--- src/rtl/sqwsw_pkg.sv ---
// Shared constants, types and helper functions for the square-wave channel.
`timescale 1ns / 1ps

package sqwsw_pkg;

  // operation codes carried by an input word
  localparam logic [2:0] FUNC_READ     = 3'd0;
  localparam logic [2:0] FUNC_WRITE    = 3'd1;
  localparam logic [2:0] FUNC_TIMER    = 3'd2;
  localparam logic [2:0] FUNC_LENGTH   = 3'd3;
  localparam logic [2:0] FUNC_ENVELOPE = 3'd4;
  localparam logic [2:0] FUNC_SWEEP    = 3'd5;
  localparam logic [2:0] FUNC_CLEAR    = 3'd6;

  // register map
  localparam logic [15:0] ADDR_SWEEP   = 16'hFF10;
  localparam logic [15:0] ADDR_LEN_DTY = 16'hFF11;
  localparam logic [15:0] ADDR_ENV     = 16'hFF12;
  localparam logic [15:0] ADDR_PER_LO  = 16'hFF13;
  localparam logic [15:0] ADDR_PER_HI  = 16'hFF14;

  localparam logic [7:0] READ_IDLE = 8'hFF;
  localparam logic [6:0] LEN_FULL  = 7'd64;

  typedef logic [2:0] func_t;

  // duty waveform, stepped MSB first
  function automatic logic [7:0] duty_pattern(input logic [1:0] sel);
    logic [7:0] pat;
    unique case (sel)
      2'd0: pat = 8'b0000_0001;
      2'd1: pat = 8'b1000_0001;
      2'd2: pat = 8'b1000_0111;
      2'd3: pat = 8'b0111_1110;
      default: pat = 8'b0000_0000;
    endcase
    return pat;
  endfunction

  // frequency timer reload: (2048 - period) * 4
  function automatic logic [13:0] timer_reload(input logic [10:0] period);
    logic [11:0] diff;
    diff = 12'd2048 - {1'b0, period};
    return {diff, 2'b00};
  endfunction

  // one sweep calculation; bit 11 flags a result past 2047
  function automatic logic [11:0] sweep_calc(input logic [10:0] shadow,
                                             input logic [2:0]  shift,
                                             input logic        negate);
    logic [10:0] delta;
    delta = shadow >> shift;
    return negate ? ({1'b0, shadow} - {1'b0, delta})
                  : ({1'b0, shadow} + {1'b0, delta});
  endfunction

endpackage

--- src/rtl/sqwsw_in_if.sv ---
// Input channel interface: operation word with valid/ready handshake.
`timescale 1ns / 1ps

interface sqwsw_in_if;
  logic                valid;
  logic                ready;
  sqwsw_pkg::func_t    func;
  logic [15:0]         address;
  logic [7:0]          write_data;

  modport source (output valid, func, address, write_data, input ready);
  modport sink   (input valid, func, address, write_data, output ready);
endinterface

--- src/rtl/sqwsw_out_if.sv ---
// Result channel interface: read data, sample and active flag with valid/ready.
`timescale 1ns / 1ps

interface sqwsw_out_if;
  logic        valid;
  logic        ready;
  logic [7:0]  read_data;
  logic [3:0]  sample;
  logic        channel_on;

  modport source (output valid, read_data, sample, channel_on, input ready);
  modport sink   (input valid, read_data, sample, channel_on, output ready);
endinterface

--- src/rtl/square_wave_channel_with_sweep.sv ---
// Square-wave sound channel with frequency sweep, length, envelope and duty.
`timescale 1ns / 1ps
//
//  channel   dir  handshake       word contents
//  -------   ---  --------------  ------------------------------------------
//  in_ch     in   valid/ready     func (3), address (16), write_data (8)
//  out_ch    out  valid/ready     read_data (8), sample (4), channel_on (1)
//
//  One word in, one word out. Each accepted word updates the channel state in
//  the same edge and loads the result register, from which the result is
//  presented in the following cycle. A new word is taken every cycle while the
//  result register is empty or being drained, so throughput is one word per clock.
//  rst_n is synchronous, active low, and clears all channel state.
//  A stalled out_ch holds its word and blocks in_ch until it is taken.

module square_wave_channel_with_sweep (
  input  logic              clk,
  input  logic              rst_n,
  sqwsw_in_if.sink          in_ch,
  sqwsw_out_if.source       out_ch
);

  // register file
  logic [7:0]  sweep_reg_r,       sweep_reg_nxt;
  logic [7:0]  len_duty_reg_r,    len_duty_reg_nxt;
  logic [7:0]  env_reg_r,         env_reg_nxt;
  logic [7:0]  per_lo_reg_r,      per_lo_reg_nxt;
  logic [7:0]  per_hi_reg_r,      per_hi_reg_nxt;

  // channel counters
  logic        active_r,          active_nxt;
  logic [13:0] freq_timer_r,      freq_timer_nxt;
  logic [6:0]  length_cnt_r,      length_cnt_nxt;
  logic [2:0]  env_cnt_r,         env_cnt_nxt;
  logic [3:0]  volume_r,          volume_nxt;
  logic [10:0] period_r,          period_nxt;
  logic [10:0] shadow_r,          shadow_nxt;
  logic [3:0]  sweep_cnt_r,       sweep_cnt_nxt;
  logic        sweep_on_r,        sweep_on_nxt;
  logic [2:0]  duty_step_r,       duty_step_nxt;

  // result register
  logic        out_valid_r;
  logic [7:0]  read_data_r,       read_data_nxt;
  logic [3:0]  sample_r,          sample_nxt;
  logic        chan_on_r;

  logic        accept;

  // take a new word whenever the result slot frees up this cycle
  assign in_ch.ready = !out_valid_r || out_ch.ready;
  assign accept      = in_ch.valid && in_ch.ready;

  assign out_ch.valid      = out_valid_r;
  assign out_ch.read_data  = read_data_r;
  assign out_ch.sample     = sample_r;
  assign out_ch.channel_on = chan_on_r;

  // Next-state logic: one operation per word, all paths are short counter
  // updates. The sweep tick chains two 12-bit shift-and-add steps.
  always_comb begin
    logic [2:0]  sp;
    logic [13:0] ft_dec;
    logic [6:0]  len_dec;
    logic [2:0]  env_dec;
    logic [3:0]  sw_dec;
    logic [11:0] calc1;
    logic [11:0] calc2;
    logic [10:0] trig_period;
    logic [7:0]  pat;

    sweep_reg_nxt    = sweep_reg_r;
    len_duty_reg_nxt = len_duty_reg_r;
    env_reg_nxt      = env_reg_r;
    per_lo_reg_nxt   = per_lo_reg_r;
    per_hi_reg_nxt   = per_hi_reg_r;
    active_nxt       = active_r;
    freq_timer_nxt   = freq_timer_r;
    length_cnt_nxt   = length_cnt_r;
    env_cnt_nxt      = env_cnt_r;
    volume_nxt       = volume_r;
    period_nxt       = period_r;
    shadow_nxt       = shadow_r;
    sweep_cnt_nxt    = sweep_cnt_r;
    sweep_on_nxt     = sweep_on_r;
    duty_step_nxt    = duty_step_r;
    read_data_nxt    = sqwsw_pkg::READ_IDLE;

    sp          = sweep_reg_r[6:4];
    ft_dec      = freq_timer_r - 14'd1;
    len_dec     = length_cnt_r - 7'd1;
    env_dec     = env_cnt_r - 3'd1;
    sw_dec      = sweep_cnt_r - 4'd1;
    calc1       = sqwsw_pkg::sweep_calc(shadow_r, sweep_reg_r[2:0], sweep_reg_r[3]);
    calc2       = sqwsw_pkg::sweep_calc(calc1[10:0], sweep_reg_r[2:0], sweep_reg_r[3]);
    trig_period = {in_ch.write_data[2:0], per_lo_reg_r};

    unique case (in_ch.func)
      sqwsw_pkg::FUNC_READ: begin
        unique case (in_ch.address)
          sqwsw_pkg::ADDR_SWEEP:   read_data_nxt = sweep_reg_r | 8'h80;
          sqwsw_pkg::ADDR_LEN_DTY: read_data_nxt = len_duty_reg_r | 8'h3F;
          sqwsw_pkg::ADDR_ENV:     read_data_nxt = env_reg_r;
          sqwsw_pkg::ADDR_PER_HI:  read_data_nxt = per_hi_reg_r | 8'hBF;
          default:                 read_data_nxt = sqwsw_pkg::READ_IDLE;
        endcase
      end
      sqwsw_pkg::FUNC_WRITE: begin
        unique case (in_ch.address)
          sqwsw_pkg::ADDR_SWEEP: sweep_reg_nxt = in_ch.write_data;
          sqwsw_pkg::ADDR_LEN_DTY: begin
            len_duty_reg_nxt = in_ch.write_data;
            length_cnt_nxt   = sqwsw_pkg::LEN_FULL - {1'b0, in_ch.write_data[5:0]};
          end
          sqwsw_pkg::ADDR_ENV: begin
            env_reg_nxt = in_ch.write_data;
            // DAC off kills the channel
            if (in_ch.write_data[7:3] == 5'd0) begin
              active_nxt = 1'b0;
            end
          end
          sqwsw_pkg::ADDR_PER_LO: per_lo_reg_nxt = in_ch.write_data;
          sqwsw_pkg::ADDR_PER_HI: begin
            per_hi_reg_nxt = in_ch.write_data;
            // trigger: reload the counters (length only if empty) and arm the sweep
            if (in_ch.write_data[7]) begin
              if (env_reg_r[7:3] != 5'd0) begin
                active_nxt = 1'b1;
              end
              if (length_cnt_r == 7'd0) begin
                length_cnt_nxt = sqwsw_pkg::LEN_FULL;
              end
              env_cnt_nxt    = env_reg_r[2:0];
              volume_nxt     = env_reg_r[7:4];
              period_nxt     = trig_period;
              shadow_nxt     = trig_period;
              sweep_cnt_nxt  = (sp == 3'd0) ? 4'd8 : {1'b0, sp};
              sweep_on_nxt   = (sp != 3'd0) || (sweep_reg_r[2:0] != 3'd0);
              freq_timer_nxt = sqwsw_pkg::timer_reload(trig_period);
            end
          end
          default: ;
        endcase
      end
      sqwsw_pkg::FUNC_TIMER: begin
        // idle until the first trigger loads the timer
        if (freq_timer_r != 14'd0) begin
          if (ft_dec == 14'd0) begin
            freq_timer_nxt = sqwsw_pkg::timer_reload(period_r);
            duty_step_nxt  = duty_step_r + 3'd1;
          end else begin
            freq_timer_nxt = ft_dec;
          end
        end
      end
      sqwsw_pkg::FUNC_LENGTH: begin
        if (per_hi_reg_r[6] && length_cnt_r != 7'd0) begin
          length_cnt_nxt = len_dec;
          if (len_dec == 7'd0) begin
            active_nxt = 1'b0;
          end
        end
      end
      sqwsw_pkg::FUNC_ENVELOPE: begin
        if (env_reg_r[2:0] != 3'd0 && env_cnt_r != 3'd0) begin
          if (env_dec == 3'd0) begin
            env_cnt_nxt = env_reg_r[2:0];
            // step volume, saturate at both ends
            if (env_reg_r[3]) begin
              if (volume_r != 4'd15) begin
                volume_nxt = volume_r + 4'd1;
              end
            end else begin
              if (volume_r != 4'd0) begin
                volume_nxt = volume_r - 4'd1;
              end
            end
          end else begin
            env_cnt_nxt = env_dec;
          end
        end
      end
      sqwsw_pkg::FUNC_SWEEP: begin
        if (sweep_cnt_r != 4'd0) begin
          if (sw_dec == 4'd0) begin
            sweep_cnt_nxt = (sp == 3'd0) ? 4'd8 : {1'b0, sp};
            if (sweep_on_r && sp != 3'd0) begin
              if (calc1[11]) begin
                active_nxt = 1'b0;
              end else if (sweep_reg_r[2:0] != 3'd0) begin
                // accept the new period, then run the overflow check again
                shadow_nxt = calc1[10:0];
                period_nxt = calc1[10:0];
                if (calc2[11]) begin
                  active_nxt = 1'b0;
                end
              end
            end
          end else begin
            sweep_cnt_nxt = sw_dec;
          end
        end
      end
      sqwsw_pkg::FUNC_CLEAR: begin
        sweep_reg_nxt    = '0;
        len_duty_reg_nxt = '0;
        env_reg_nxt      = '0;
        per_lo_reg_nxt   = '0;
        per_hi_reg_nxt   = '0;
        active_nxt       = 1'b0;
        freq_timer_nxt   = '0;
        length_cnt_nxt   = '0;
        env_cnt_nxt      = '0;
        volume_nxt       = '0;
        period_nxt       = '0;
        shadow_nxt       = '0;
        sweep_cnt_nxt    = '0;
        sweep_on_nxt     = 1'b0;
        duty_step_nxt    = '0;
      end
      default: ;
    endcase

    // sample reflects the state after this word
    pat        = sqwsw_pkg::duty_pattern(len_duty_reg_nxt[7:6]);
    sample_nxt = 4'd0;
    if (active_nxt && env_reg_nxt[7:3] != 5'd0 && pat[~duty_step_nxt]) begin
      sample_nxt = volume_nxt;
    end
  end

  // channel state: advance only on an accepted word
  always_ff @(posedge clk) begin
    if (!rst_n) begin
      sweep_reg_r    <= '0;
      len_duty_reg_r <= '0;
      env_reg_r      <= '0;
      per_lo_reg_r   <= '0;
      per_hi_reg_r   <= '0;
      active_r       <= 1'b0;
      freq_timer_r   <= '0;
      length_cnt_r   <= '0;
      env_cnt_r      <= '0;
      volume_r       <= '0;
      period_r       <= '0;
      shadow_r       <= '0;
      sweep_cnt_r    <= '0;
      sweep_on_r     <= 1'b0;
      duty_step_r    <= '0;
    end else if (accept) begin
      sweep_reg_r    <= sweep_reg_nxt;
      len_duty_reg_r <= len_duty_reg_nxt;
      env_reg_r      <= env_reg_nxt;
      per_lo_reg_r   <= per_lo_reg_nxt;
      per_hi_reg_r   <= per_hi_reg_nxt;
      active_r       <= active_nxt;
      freq_timer_r   <= freq_timer_nxt;
      length_cnt_r   <= length_cnt_nxt;
      env_cnt_r      <= env_cnt_nxt;
      volume_r       <= volume_nxt;
      period_r       <= period_nxt;
      shadow_r       <= shadow_nxt;
      sweep_cnt_r    <= sweep_cnt_nxt;
      sweep_on_r     <= sweep_on_nxt;
      duty_step_r    <= duty_step_nxt;
    end
  end

  // result register: load on accept, drop the word once taken
  always_ff @(posedge clk) begin
    if (!rst_n) begin
      out_valid_r <= 1'b0;
    end else if (accept) begin
      out_valid_r <= 1'b1;
    end else if (out_ch.ready) begin
      out_valid_r <= 1'b0;
    end
  end

  always_ff @(posedge clk) begin
    if (accept) begin
      read_data_r <= read_data_nxt;
      sample_r    <= sample_nxt;
      chan_on_r   <= active_nxt;
    end
  end

  // an active channel always has its DAC on
  a_active_dac: assert property (@(posedge clk) disable iff (!rst_n)
    active_r |-> (env_reg_r[7:3] != 5'd0))
    else $error("channel active with DAC off");

  // a silent channel produces no sample
  a_off_silent: assert property (@(posedge clk) disable iff (!rst_n)
    (out_valid_r && !chan_on_r) |-> (sample_r == 4'd0))
    else $error("sample nonzero while channel off");

  // anything but a read returns idle read data
  a_nonread_idle: assert property (@(posedge clk) disable iff (!rst_n)
    (accept && in_ch.func != sqwsw_pkg::FUNC_READ)
      |=> (read_data_r == sqwsw_pkg::READ_IDLE))
    else $error("non-read word returned read data");

  // clear silences the channel and resets the counters
  a_clear: assert property (@(posedge clk) disable iff (!rst_n)
    (accept && in_ch.func == sqwsw_pkg::FUNC_CLEAR)
      |=> (!active_r && volume_r == 4'd0 && freq_timer_r == 14'd0 && !chan_on_r))
    else $error("clear left state behind");

  // the result and state reflect the channel flag together
  a_flag_match: assert property (@(posedge clk) disable iff (!rst_n)
    accept |=> (chan_on_r == active_r))
    else $error("result flag disagrees with channel state");

endmodule

--- src/flat_wrapper.sv ---
// flat-port wrapper written by rule: the top's interface ports become plain ports
module square_wave_channel_with_sweep_flat 
  (clk, rst_n, in_ch_valid, in_ch_func, in_ch_address, in_ch_write_data, in_ch_ready, out_ch_valid, out_ch_read_data, out_ch_sample, out_ch_channel_on, out_ch_ready);
  sqwsw_in_if in_ch_i ();
  sqwsw_out_if out_ch_i ();
  input  logic clk;
  input  logic rst_n;
  input wire logic [$bits(in_ch_i.valid)-1:0] in_ch_valid;
  input wire logic [$bits(in_ch_i.func)-1:0] in_ch_func;
  input wire logic [$bits(in_ch_i.address)-1:0] in_ch_address;
  input wire logic [$bits(in_ch_i.write_data)-1:0] in_ch_write_data;
  output wire logic [$bits(in_ch_i.ready)-1:0] in_ch_ready;
  output wire logic [$bits(out_ch_i.valid)-1:0] out_ch_valid;
  output wire logic [$bits(out_ch_i.read_data)-1:0] out_ch_read_data;
  output wire logic [$bits(out_ch_i.sample)-1:0] out_ch_sample;
  output wire logic [$bits(out_ch_i.channel_on)-1:0] out_ch_channel_on;
  input wire logic [$bits(out_ch_i.ready)-1:0] out_ch_ready;
  assign in_ch_i.valid = in_ch_valid;
  assign in_ch_i.func = in_ch_func;
  assign in_ch_i.address = in_ch_address;
  assign in_ch_i.write_data = in_ch_write_data;
  assign in_ch_ready = in_ch_i.ready;
  assign out_ch_valid = out_ch_i.valid;
  assign out_ch_read_data = out_ch_i.read_data;
  assign out_ch_sample = out_ch_i.sample;
  assign out_ch_channel_on = out_ch_i.channel_on;
  assign out_ch_i.ready = out_ch_ready;
  square_wave_channel_with_sweep u_core (.clk(clk), .rst_n(rst_n), .in_ch(in_ch_i), .out_ch(out_ch_i));
endmodule
--- config.mk ---
export PLATFORM = sky130hd
export DESIGN_NAME = square_wave_channel_with_sweep_flat
export DESIGN_NICKNAME = d
export VERILOG_FILES = /design/src/rtl/sqwsw_pkg.sv /design/src/rtl/sqwsw_in_if.sv /design/src/rtl/sqwsw_out_if.sv /design/src/rtl/square_wave_channel_with_sweep.sv /design/src/flat_wrapper.sv
export SDC_FILE = /design/constraint.sdc
export NUM_CORES = 1
export LEC_CHECK = 0
export ABC_AREA = 1
export BUFFER_PORTS_ARGS = -buffer_cell sky130_fd_sc_hd__clkbuf_2
export CORE_ASPECT_RATIO = 1.5
export CORE_MARGIN = 2
export CORE_UTILIZATION = 30
export DETAILED_ROUTE_END_ITERATION = 6
export PLACE_DENSITY = 0.47
export SYNTH_ARGS = -nofsm -noshare
export SYNTH_HDL_FRONTEND = slang
export SYNTH_SLANG_ARGS = --single-unit
--- constraint.sdc ---
create_clock -name clk -period 14.7 [get_ports clk]
set_input_delay 0 -clock clk [delete_from_list [all_inputs] [get_ports clk]]
set_output_delay 0 -clock clk [all_outputs]
set_load 0.01 [all_outputs]
* After elaboration in Yosys (flattened, before gate mapping)
Index checks and enable logic that the tools add are counted.
** Storage, ports and cells
- Bits in registers :: 94
- Bits of input ports :: 31
- Output and inout port bits :: 15
** Cells by class
- Add/subtract/negate cells :: 14
- $lt $le $gt $ge :: 1
- Equality and inequality tests :: 31
- Shifts and indexed selects :: 2
- Mux-type cells :: 74
- Bitwise gates (word level) :: 1
- Reductions and logical operators :: 44
** Operators by type and width (count)
- 16-bit equality test (second input constant) :: 5
- 11-bit two-way mux :: 7
- 8-bit case mux with 4 select lines :: 2
- 14-bit two-way mux :: 4
- 4-bit two-way mux :: 12
- 8-bit case mux with 2 select lines :: 3
- 14-bit case mux with 3 select lines :: 1
- 7-bit case mux with 2 select lines :: 3
- 7-bit two-way mux :: 5
- 11-bit case mux with 3 select lines :: 1
- 11-bit by 11-bit adder with 12-bit output :: 2
- 12-bit two-way mux :: 2
- 8-bit two-way mux :: 3
- 4-bit case mux with 3 select lines :: 2
- 3-bit nonzero test :: 8
- 11-bit by 11-bit subtractor with 12-bit output :: 2
- 12-bit by 11-bit subtractor with 12-bit output (first input constant) :: 2
- 11-bit by 3-bit >> shifter with 11-bit output :: 2
- 7-bit case mux with 3 select lines :: 1
- 3-bit two-way mux :: 6
- 1-bit two-way mux :: 16
- 2-bit by 1-bit != test with 1-bit output (second input constant) :: 8
- 5-bit AND reduction :: 3
- 14-bit zero test :: 1
- other kinds (40) :: 66

* Longest topological paths before layout
Gate-level depths: netlist (run 1).
- Depth in word-level cells :: 15
- Gate-level depth with buffers :: 52
- Depth with buffers taken out :: 51

* Least setup slack after synthesis (run 1)
Ideal clock, no wire load.
- Kind :: register -> register
- Start point :: register u_core.sweep_reg_r[0]
- End point :: register u_core.sample_r[0], in the netlist u_core.out_ch.sample[0], data pin
- Data arrival time :: 5.104 ns
- Path slack :: 9.341 ns
- Stages on the path, launching flop included :: 49
- Cells stage by stage :: dfxtp_1 buf_4 buf_6 nor2_2 nand2_1 inv_1 a21oi_1 and2_1 inv_1 ha_1 or2_2 o21ai_0 inv_1 fa_1 inv_1 nand3_1 nand2_4 xor2_2 [... 13 more ...] nand2_1 nor2_1 a211oi_1 nand2_1 nand2_1 nand2_1 nand2_1 nand3_1 nand2_1 nand3_1 nand2_1 nand2_1 nand2_1 nand2_1 nand2_2 nand3_2 nand2_2 nor2_1
** Between the ends
- Longest elaborated chain between the ends :: 15
- Elaborated cells between the ends (all ways) :: 18
- Those cells by class :: add/sub: 4; shift: 2; mux: 9; reduce/logical: 3
** RTL lines
- start, declared :: RTL line square_wave_channel_with_sweep.sv:24 : logic [7:0] sweep_reg_r, sweep_reg_nxt;
- start signal, assigned :: RTL line square_wave_channel_with_sweep.sv:251 : sweep_reg_r <= sweep_reg_nxt;
- 11-bit by 3-bit >> shifter with 11-bit output :: RTL line sqwsw_pkg.sv:52 : delta = shadow >> shift;
- 11-bit by 11-bit adder with 12-bit output or 11-bit by 11-bit subtractor with 12-bit output (tied branches) :: RTL line sqwsw_pkg.sv:54, sqwsw_pkg.sv:53
- 12-bit two-way mux :: RTL line sqwsw_pkg.sv:53 : return negate ? ({1'b0, shadow} - {1'b0, delta})
- 11-bit by 3-bit >> shifter with 11-bit output :: RTL line sqwsw_pkg.sv:52
- 11-bit by 11-bit adder with 12-bit output or 11-bit by 11-bit subtractor with 12-bit output (tied branches) :: RTL line sqwsw_pkg.sv:54, sqwsw_pkg.sv:53
- 12-bit two-way mux :: RTL line sqwsw_pkg.sv:53
- 1-bit two-way mux :: RTL line square_wave_channel_with_sweep.sv:194 : if (calc2[11]) begin
- 1-bit two-way mux :: RTL line square_wave_channel_with_sweep.sv:190 : end else if (sweep_reg_r[2:0] != 3'd0) begin
- 1-bit two-way mux (*) :: RTL line square_wave_channel_with_sweep.sv:188 : if (calc1[11]) begin
- 1-bit two-way mux (*) :: RTL line square_wave_channel_with_sweep.sv:187 : if (sweep_on_r && sp != 3'd0) begin
- 1-bit two-way mux (*) :: RTL line square_wave_channel_with_sweep.sv:185 : if (sw_dec == 4'd0) begin
- 1-bit two-way mux (*) :: RTL line square_wave_channel_with_sweep.sv:184 : if (sweep_cnt_r != 4'd0) begin
- 1-bit case mux with 4 select lines (*) :: RTL line square_wave_channel_with_sweep.sv:98 : unique case (in_ch.func)
- named net u_core.active_nxt :: RTL line square_wave_channel_with_sweep.sv:31 : logic active_r, active_nxt;
- 1-bit logical AND (*) (2 in series) :: RTL line square_wave_channel_with_sweep.sv:227 : if (active_nxt && env_reg_nxt[7:3] != 5'd0 && pat[~duty_step_nxt]) begin
- end signal, assigned :: RTL line square_wave_channel_with_sweep.sv:283 : sample_r <= sample_nxt;
- end, declared :: RTL line square_wave_channel_with_sweep.sv:45 : logic [3:0] sample_r, sample_nxt;
Mark *: on every way through the listed nets, which the timed path passes. The rest lies on a longest branch.
A chain may end at the register's enable or synchronous reset.

* Worst setup path in the final report (run 1)
- Start point :: register u_core.sweep_reg_r[2]
- End point :: register u_core.sample_r[0], in the netlist u_core.out_ch.sample[0], data pin
The elaborated chain is that of the path after synthesis.

==> flow_metrics.tcl, run 1 <==
set metrics [dict create \
    crit_path_frequent_cell "nand2_1" \
    leakage_uw 0.00413 \
    p_sw_uw 493 \
    p_comb_share_pct 51.5 \
    synth.most_common_cell "nand2_1" \
    clockBufferDepth 2 \
    drv_slew 0 \
    die_h_microns 204 \
    worst-endpoint-arrival_ns 7.19 \
    grt_pass1_vias 8215 \
    reg2reg_from "u_core.sweep_reg_r[2]$_SDFFE_PN0P_" \
    slew_headroom_pct 27.2 \
    h-tree-depth 3 \
    worstPathMaxFanout 23 \
    placed_cell_area_sq_um 8490 \
    p_per_area_nw_per_um2 125 \
    drtIter0Drc 465 \
    post_synth_num_cell_types 58 \
    power.internal_uw 613 \
    endpoint_kind "register" \
    critPathRequiredTime_ns 14.82 \
    synth_edf_count 13 \
    die_w_microns 137 \
    finalInstanceArea_sq_um 8870 \
    area_growth_pct 11.4 \
    fin_crit_sh_pct 48.1 \
    finalSetupViolCount 0 \
    synth_top_area_share_pct 18.8 \
    antenna_found_initial 0 \
    synth.avg_cell_area_sq_um 6.45 \
    yosysSeqAreaShare_pct 23.7 \
    status "complete, no violations" \
    fin_crit_ns 7.08 \
    cts_tree "done" \
    ioPinCount 46 \
    cpPeakStageDelay_ns 0.71 \
    dieArea_sq_um 27900 \
    drc 0 \
    layout-drive-gt1-share_pct 10.8 \
    cts-root-buf "clkbuf_16" \
    gp_congestion 0.897 \
    clkPwrFrac_pct 23.9 \
    synth_cells 1235 \
    grt_remaining_overflow 0 \
    skew_ns 0.0113 \
    fin_tns_setup_ns 0 \
    initial_core_util_pct 30.3 \
    synth-seq-cells 88 \
    hold_viol 0 \
    clock-sinks 88 \
    place_hpwl_mm 22.1 \
    dr.pass1.iters 5 \
    syn_nets 1309 \
    slowest_stage "dfxtp_1" \
    synthFlopType "dfxtp_1" \
    critPathKind "register to register" \
    tightest_slew_ns 1.09 \
    synthTopCellsByCount "243 x nand2_1, 183 x inv_1, 111 x nor2_1, 92 x nand3_1, 82 x a21oi_1" \
    core_area_sq_um 26300 \
    swShare_pct 44.6 \
    rr_worst_depth 46 \
    seqPwrFrac_pct 24.6 \
    synth.largest_area_cell "dfxtp_1" \
    grt_pass1_wl_mm 44.2 \
    r2r-end "u_core.out_ch.sample[0]$_SDFFCE_PN0P_" \
    final_nets 1339 \
    min_to "u_core.sweep_reg_r[4]$_SDFFE_PN0P_" \
    grt_usage_pct 20.5 \
    ys_top_cells_by_area "dfxtp_1 19%, nand2_1 11%, inv_1 8.6%" \
    numCtsBuffers 9 \
    grt_max_degree 36 \
    vdd.ir_drop.worst_mv 0.0455 \
    wirelength_mm 27.8 \
    holdCritPathClass "input port to register" \
    clk_pin_slew_ns 0.07 \
    rsz0062_at_grt "false" \
    syn-cell-area_sq_um 7970 \
    whs_path_depth 3 \
    drv_cap 0 \
    yosys_warnings 0 \
    wire_per_inst_microns 17.3 \
    clk_latency_ns 0.36 \
    rows 73 \
    portBuffers 45 \
    vias_per_cell 5.20 \
    synth_async_sr_flop_share_pct 0 \
    vias 8352 \
    drtAntennaViolNets 0 \
    fmax_mhz 141 \
    antenna_cells 0 \
    r2r_slack_ns 7.62 \
    start_kind "register" \
    final_core_util_pct 33.7 \
    min_from "in_ch_write_data[4]" \
]
-- per-layer routing --
| metal | up-vias | global-route usage (%) | share of wire [%] |
|---|---|---|---|
| met2 | 193 | 38.8 | 53 |
| li1 | 4224 | - | - |
| met1 | 3873 | 22.3 | 39 |
| met3 | 62 | 1.91 | 2.8 |
| met5 | - | 0 | 0 |
| met4 | 0 | 9.94 | 4.7 |
-- power by group through the flow --
stage | Clock, uW | Combinational (uW) | Sequential, uW
2_1_floorplan | 0 | 432 | 272
3_3_place_gp | 0 | 572 | 278
3_5_place_dp | 0 | 565 | 277
4_1_cts | 273 | 570 | 272
5_1_grt | 281 | 650 | 274
6_report | 265 | 570 | 272
-- critical path: cells and delay by family (launching register included) --
| kind | cells | cell delay, ns |
|---|---|---|
| fa+ha+maj | 4 | 1.18 |
| flops | 1 | 0.71 |
| buf+inv | 7 | 1.09 |
| xor+xnor | 2 | 0.41 |
| simple gates | 29 | 2.80 |
| compound gates | 4 | 0.62 |
-- through the flow --
| stage | worst slack (ns) | cells | total power, uW | hold slack, ns |
|---|---|---|---|---|
| finish | 7.62 | 1607 | 1110 | 0.0404 |
| CTS | 7.68 | 1607 | 1120 | 0.0219 |
| global placement | 7.87 | 1586 | 850 | 0.310 |
| detailed placement | 7.74 | 1586 | 843 | 0.315 |
| global route | 6.84 | 1607 | 1200 | 0.0350 |
| floorplan | 9.34 | 1235 | 704 | 0.127 |
-- layout by cell type (no fill, tap or decap), types with 15 or more instances in the layout --
cell	instances
o211ai_1	25
dfxtp_1	75
a31oi_1	15
clkbuf_2	45
inv_1	183
ha_1	42
xor2_1	32
nand2_2	20
a211oi_1	22
nor2_1	111
nand3_1	92
a21oi_1	82
o21ai_0	81
nand2_1	243
nor3_1	17
-- kinds of logic after synthesis --
family                     after synthesis  share of synthesized area [%]
adders and majority gates               43                           6.85
buffers and inverters                  234                           11.6
DFF                                     88                           23.7
AOI/OAI and AO/OA                      290                           22.4
xor gates and xnor gates                46                           5.15
muxes                                    1                          0.126
and+or+nand+nor                        533                           30.1
-- area by class of cell --
type	instances	area, sq um
fillers	3006	17400
multi-input cells	913	5150
flip-flops and latches	88	1890
inverters	193	724
well taps	337	422
repair buffers	60	350
clock buffers	12	256
clock inverters	4	75.1
-- state kept, by name, indices dropped and copies added (netlist names) --
name / flops
u_core.active_r: 1
u_core.duty_step_r: 3
u_core.env_cnt_r: 3
u_core.env_reg_r: 8
u_core.freq_timer_r: 14
u_core.len_duty_reg_r: 2
u_core.length_cnt_r: 7
u_core.out_ch.channel_on: 1
u_core.out_ch.read_data: 8
u_core.out_ch.sample: 4
u_core.out_ch.valid: 1
u_core.per_hi_reg_r: 1
u_core.per_lo_reg_r: 8
u_core.period_r: 11
u_core.sweep_cnt_r: 4
u_core.sweep_on_r: 1
u_core.sweep_reg_r: 7
u_core.volume_r: 4
-- what timing repair did --
action / in CTS / in global routing
endpoints found under the hold margin: 9 / 0
buffers inserted: 0 / 0
endpoints found under the setup margin: 0 / 0
gates resized for setup: 0 / 0
hold buffers: 5 / 0
-- how the worst max path moves through the flow --
stage / start / to / cells after the start / slack [ns]
floorplan: u_core.sweep_reg_r[0]$_SDFFE_PN0P_ / u_core.out_ch.sample[0]$_SDFFCE_PN0P_ / 48 / 9.34
global placement: u_core.sweep_reg_r[2]$_SDFFE_PN0P_ / u_core.out_ch.sample[2]$_SDFFCE_PN0P_ / 46 / 7.87
detailed placement: u_core.sweep_reg_r[2]$_SDFFE_PN0P_ / u_core.out_ch.sample[0]$_SDFFCE_PN0P_ / 46 / 7.74
CTS: u_core.sweep_reg_r[2]$_SDFFE_PN0P_ / u_core.out_ch.sample[0]$_SDFFCE_PN0P_ / 46 / 7.68
global route: u_core.sweep_reg_r[2]$_SDFFE_PN0P_ / u_core.out_ch.sample[1]$_SDFFCE_PN0P_ / 46 / 6.84
finish: u_core.sweep_reg_r[2]$_SDFFE_PN0P_ / u_core.out_ch.sample[0]$_SDFFCE_PN0P_ / 46 / 7.62
Power figures use the tool's default switching activity.
==> run 2, diff against run 1 <==
==> constraint.sdc (replaced) <==
create_clock -name clk -period 7.1 [get_ports clk]
set_input_delay 0 -clock clk [delete_from_list [all_inputs] [get_ports clk]]
set_output_delay 0 -clock clk [all_outputs]
set_load 0.01 [all_outputs]
==> run 2 against run 1 <==
Sequential power up 110%. Routed wire length down 0.44%. Combinational power up 110%. Sequential share of layout area about the same. Critical path type unchanged. Largest power group unchanged. Non-clock buffer count unchanged.
==> flow_metrics.tcl, run 2 (synthesized netlist as in run 1, its figures left out) <==
set metrics [dict create \
    critPathKind "register to register" \
    cpPeakStageDelay_ns 0.69 \
    drv_cap 0 \
    ioPinCount 46 \
    r2r_slack_ns 0.78 \
    largest_reg_flops 14 \
    fin_crit_ns 6.32 \
    initial_core_util_pct 30.3 \
    grt_usage_pct 20.3 \
    rows 73 \
    drtIter0Drc 394 \
    grt_pass1_wl_mm 43.7 \
    cts_tree "done" \
    dr.pass1.iters 5 \
    endpoint_kind "register" \
    gp_congestion 0.888 \
    vdd.ir_drop.worst_mv 0.142 \
    clockBufferDepth 2 \
    cts_setup_buffers 0 \
    slew_headroom_pct 27.0 \
    top_regs "u_core.freq_timer_r: 14 flops, u_core.period_r: 11 flops" \
    layout-drive-gt1-share_pct 10.9 \
    clkPwrFrac_pct 24.7 \
    drv_slew 0 \
    worstPathMaxFanout 19 \
    reg2reg_from "u_core.sweep_reg_r[0]$_SDFFE_PN0P_" \
    hold_viol 0 \
    clk_pin_slew_ns 0.07 \
    fin_tns_setup_ns 0 \
    crit_path_frequent_cell "nand2_1" \
    final_common_cell "nand2_1" \
    swShare_pct 44.5 \
    start_kind "register" \
    fmax_mhz 158 \
    final_core_util_pct 33.8 \
    leakage_uw 0.00413 \
    dp_slack_ns 0.778 \
    largest-register "u_core.freq_timer_r" \
    r2r-end "u_core.out_ch.sample[1]$_SDFFCE_PN0P_" \
    layout_setup_ws_ns 0.775 \
    skew_ns 0.0102 \
    drc 0 \
    worst-endpoint-arrival_ns 6.43 \
    antenna_found_initial 0 \
    slowest_stage "dfxtp_1" \
    dieArea_sq_um 27900 \
    rsz0062_at_grt "false" \
    h-tree-depth 3 \
    critPathLaunch "u_core.sweep_reg_r[0]$_SDFFE_PN0P_" \
    placed_cell_area_sq_um 8500 \
    p_comb_share_pct 51.0 \
    antenna_cells 0 \
    power.internal_uw 1290 \
    core_area_sq_um 26300 \
    fin_cells 1607 \
    final_cell_mix "243 x nand2_1, 183 x inv_1, 111 x nor2_1, 92 x nand3_1, 82 x a21oi_1" \
    crit_end "u_core.out_ch.sample[1]$_SDFFCE_PN0P_" \
    wirelength_mm 27.7 \
    rr_worst_depth 46 \
    grt_remaining_overflow 0 \
    grt_pass1_vias 8130 \
    portBuffers 45 \
    numCtsBuffers 9 \
    finalSetupViolCount 0 \
    grt_max_degree 42 \
    die_w_microns 137 \
    tightest_slew_ns 1.09 \
    final_nets 1339 \
    critPathRequiredTime_ns 7.21 \
    vias 8289 \
    die_h_microns 204 \
    p_per_area_nw_per_um2 261 \
    fillCellCount 2959 \
    clk_latency_ns 0.36 \
    seqPwrFrac_pct 24.3 \
    status "complete, no violations" \
    finalInstanceArea_sq_um 8880 \
    post-place-cells 1587 \
    vias_per_cell 5.16 \
    p_sw_uw 1030 \
    drtAntennaViolNets 0 \
    wire_per_inst_microns 17.2 \
    clock-sinks 88 \
    place_hpwl_mm 22.0 \
    holdCritPathClass "input port to register" \
    area_growth_pct 11.5 \
    cts-root-buf "clkbuf_16" \
    fin_crit_sh_pct 89.1 \
]
run 2: changes by cell type in the layout (fill, tap and decap cells not counted), sizes merged:
cell	before	now
dlygate4sd3	5	4
inv	194	195
clkbuf	57	54
buf	10	11
bufinv	2	3
clkinvlp	0	1
run 2: cell type report:
cell class              count  area, sq um  area share (%)
multi-input cells         913         5150            58.0
flip-flops and latches     88         1890            21.3
clock inverters             7          118            1.32
inverters                 193          724            8.15
well taps                 337          422            4.75
repair buffers             60          348            3.92
clock buffers               9          225            2.54
run 2: timing repair:
action                     CTS  global route
setup endpoints to repair    0             0
hold buffers                 4             0
resized for setup            0             0
hold endpoints to repair     6             0
run 2: power by group through the flow:
| stage | Combinational (uW) | Sequential, uW | Clock [uW] |
|---|---|---|---|
| CTS | 1190 | 562 | 582 |
| global placement | 1190 | 574 | 0 |
| floorplan | 895 | 563 | 0 |
| global route | 1340 | 566 | 606 |
| finish | 1180 | 562 | 573 |
| detailed placement | 1180 | 573 | 0 |
run 2: worst min path at each step:
stage,startpoint,end,slack [ns],cells past startpoint
floorplan,out_ch_ready,in_ch_ready,0.13,2
global placement,out_ch_ready,u_core.out_ch.valid$_SDFFE_PN0P_,0.31,4
detailed placement,out_ch_ready,in_ch_ready,0.32,4
CTS,in_ch_write_data[5],u_core.per_lo_reg_r[5]$_SDFFE_PN0P_,0.009,3
global route,in_ch_write_data[5],u_core.sweep_reg_r[5]$_SDFFE_PN0P_,0.03,3
finish,in_ch_write_data[5],u_core.per_lo_reg_r[5]$_SDFFE_PN0P_,0.02,3
run 2: stage by stage:
| step | hold slack (ns) | power (uW) |
|---|---|---|
| 6_report | 0.0161 | 2320 |
| 5_1_grt | 0.0300 | 2510 |
| 4_1_cts | 0.00858 | 2330 |
| 3_5_place_dp | 0.322 | 1750 |
| 3_3_place_gp | 0.310 | 1760 |
| 2_1_floorplan | 0.127 | 1460 |
run 2: layer usage:
layer / vias up / track usage (%) / share of wire [%]
met3: 55 / 1.86 / 1.9
met2: 154 / 39.1 / 54
met1: 3867 / 21.9 / 40
li1: 4213 / - / -
met5: - / 0 / 0
met4: 0 / 8.65 / 4.1
run 2: critical path: cells and delay by family (launching register included):
family                   cells  cell delay [ns]
flip-flops                   1             0.69
AND/OR/NAND/NOR             30             2.75
XOR/XNOR                     2             0.40
adder cells (fa/ha/maj)      4             1.16
buffers and inverters        6             0.52
AO/OA/AOI/OAI                4             0.57
==> run 3, diff against run 2 <==
--- a/config.mk
+++ b/config.mk
@@ -6,12 +6,13 @@
 export NUM_CORES = 1
 export LEC_CHECK = 0
 export ABC_AREA = 1
-export BUFFER_PORTS_ARGS = -buffer_cell sky130_fd_sc_hd__clkbuf_2
+export BUFFER_PORTS_ARGS = -buffer_cell sky130_fd_sc_hd__buf_2
+export CAP_MARGIN = 10
 export CORE_ASPECT_RATIO = 1.5
 export CORE_MARGIN = 2
-export CORE_UTILIZATION = 30
+export CORE_UTILIZATION = 35
 export DETAILED_ROUTE_END_ITERATION = 6
-export PLACE_DENSITY = 0.47
+export PLACE_DENSITY = 0.53
 export SYNTH_ARGS = -nofsm -noshare
 export SYNTH_HDL_FRONTEND = slang
 export SYNTH_SLANG_ARGS = --single-unit
==> run 3 against run 2 <==
Count of clock-buffer cells in the layout did not move. Sequential share of layout area up 0.30 points. Clock power decreased by 15%. Highest routed layer unchanged. Register-to-register slack better by 0.06 ns. Largest cell class unchanged. Hold slack better by 0.017 ns.
==> flow_metrics.tcl, run 3 (synthesized netlist as in run 1, its figures left out) <==
set metrics [dict create \
    grt_max_degree 36 \
    critPathRequiredTime_ns 7.20 \
    dr.pass1.iters 7 \
    dieArea_sq_um 24000 \
    antenna_found_initial 0 \
    place_hpwl_mm 21.0 \
    fillCellCount 2422 \
    rows 67 \
    vias_per_cell 5.37 \
    clk_latency_ns 0.35 \
    antenna_cells 0 \
    hold_viol 0 \
    finalSetupViolCount 0 \
    seqPwrFrac_pct 25.3 \
    initial_core_util_pct 35.6 \
    final_nets 1339 \
    grt_remaining_overflow 0 \
    clkPwrFrac_pct 22.0 \
    slew_headroom_pct 31.5 \
    p_per_area_nw_per_um2 254 \
    die_w_microns 127 \
    p_sw_uw 1010 \
    p_comb_share_pct 52.7 \
    layout-drive-gt1-share_pct 10.9 \
    fin_crit_sh_pct 88.3 \
    status "complete, no violations" \
    clk_pin_slew_ns 0.07 \
    drv_slew 0 \
    dp_slack_ns 0.730 \
    critPathKind "register to register" \
    drc 0 \
    portBuffers 45 \
    vias 8303 \
    clockBufferDepth 2 \
    grt_pass1_vias 8087 \
    area_growth_pct 10.0 \
    worst-endpoint-arrival_ns 6.37 \
    holdCritPathClass "input port to register" \
    swShare_pct 45.4 \
    fin_crit_ns 6.27 \
    drtAntennaViolNets 0 \
    final_common_cell "nand2_1" \
    drtIter0Drc 437 \
    slowest_stage "dfxtp_1" \
    endpoint_kind "register" \
    core_area_sq_um 22400 \
    final_core_util_pct 39.2 \
    skew_ns 0.00703 \
    ioPinCount 46 \
    cts_tree "done" \
    vdd.ir_drop.worst_mv 0.113 \
    power.internal_uw 1210 \
    reg2reg_from "u_core.sweep_reg_r[1]$_SDFFE_PN0P_" \
    wire_per_inst_microns 17.1 \
    crit_path_frequent_cell "nand2_1" \
    critPathLaunch "u_core.sweep_reg_r[1]$_SDFFE_PN0P_" \
    numCtsBuffers 9 \
    fmax_mhz 160 \
    fin_tns_setup_ns 0 \
    leakage_uw 0.00410 \
    worstPathMaxFanout 24 \
    grt_pass1_wl_mm 41.9 \
    top_regs "u_core.freq_timer_r: 14 flops, u_core.period_r: 11 flops" \
    cpPeakStageDelay_ns 0.58 \
    final_cell_mix "243 x nand2_1, 183 x inv_1, 111 x nor2_1, 92 x nand3_1, 82 x a21oi_1" \
    largest_reg_flops 14 \
    cts-root-buf "clkbuf_16" \
    die_h_microns 189 \
    drv_cap 0 \
    gp_congestion 0.933 \
    tightest_slew_ns 1.02 \
    layout_setup_ws_ns 0.831 \
    start_kind "register" \
    power.total_uw 2220 \
    rsz0062_at_grt "false" \
    largest-register "u_core.freq_timer_r" \
    h-tree-depth 3 \
    min_from "in_ch_write_data[0]" \
    wirelength_mm 26.5 \
    clock-sinks 88 \
    grt_usage_pct 22.1 \
]
-- run 3: cell count changes in the layout (fill, tap and decap cells not counted), sizes merged --
cell / delta
inv: -1
dlygate4sd3: +1
clkbuf: -45
clkinv: +3
bufinv: -2
buf: +44
-- run 3: path summary, 6_finish.rpt --
path                                            to  slack [ns]  depth (start not counted)
max          u_core.out_ch.sample[0]$_SDFFCE_PN0P_        0.83                         46
min reg2reg       u_core.env_reg_r[0]$_SDFFE_PN0P_        0.47                          2
max reg2reg  u_core.out_ch.sample[0]$_SDFFCE_PN0P_        0.83                         46
min               u_core.env_reg_r[0]$_SDFFE_PN0P_        0.03                          3
-- run 3: final cells by class --
| cell class | instances | area (sq um) | share of cell area (%) |
|---|---|---|---|
| clock buffer | 9 | 225 | 2.57 |
| inverter | 193 | 724 | 8.27 |
| timing repair buffer | 60 | 350 | 4.00 |
| multi-input combinational | 913 | 5150 | 58.8 |
| tap | 276 | 345 | 3.94 |
| sequential | 88 | 1890 | 21.6 |
| clock inverter | 7 | 71.3 | 0.814 |
-- run 3: power groups by stage --
stage	Sequential [uW]	Clock [uW]	Combinational, uW
after floorplan	563	0	895
final	562	489	1170
after global routing	566	516	1330
after CTS	562	500	1170
after global placement	573	0	1160
after detailed placement	573	0	1160
-- run 3: stage by stage --
| stage | cell area [sq um] | cells | hold slack [ns] |
|---|---|---|---|
| 5_1_grt | 8760 | 1546 | 0.0405 |
| 2_1_floorplan | 7970 | 1235 | 0.127 |
| 3_3_place_gp | 8420 | 1525 | 0.305 |
| 4_1_cts | 8760 | 1546 | 0.0194 |
| 3_5_place_dp | 8420 | 1525 | 0.314 |
| 6_report | 8760 | 1546 | 0.0333 |
-- run 3: critical path, delay by kind of cell (launching register included) --
| kind | cells | cell delay [ns] |
|---|---|---|
| AOI/OAI and AO/OA | 5 | 0.59 |
| xor gates and xnor gates | 2 | 0.43 |
| adders and majority gates | 4 | 1.16 |
| buffers and inverters | 6 | 0.71 |
| DFF | 1 | 0.58 |
| and+or+nand+nor | 29 | 2.52 |
-- run 3: timing repair --
| action | in CTS | in global routing |
|---|---|---|
| buffers inserted | 0 | 0 |
| hold endpoints to repair | 8 | 0 |
| hold buffers | 5 | 0 |
| resized for setup | 0 | 1 |
| endpoints found under the setup margin | 0 | 4 |
-- run 3: per-layer routing --
| metal | share of wire, % | vias to the layer above | GRT usage (%) |
|---|---|---|---|
| li1 | - | 4217 | - |
| met1 | 40 | 3816 | 24.0 |
| met2 | 53 | 200 | 42.5 |
| met3 | 2.5 | 70 | 1.53 |
| met4 | 4.8 | 0 | 10.9 |
| met5 | 0 | - | 0 |
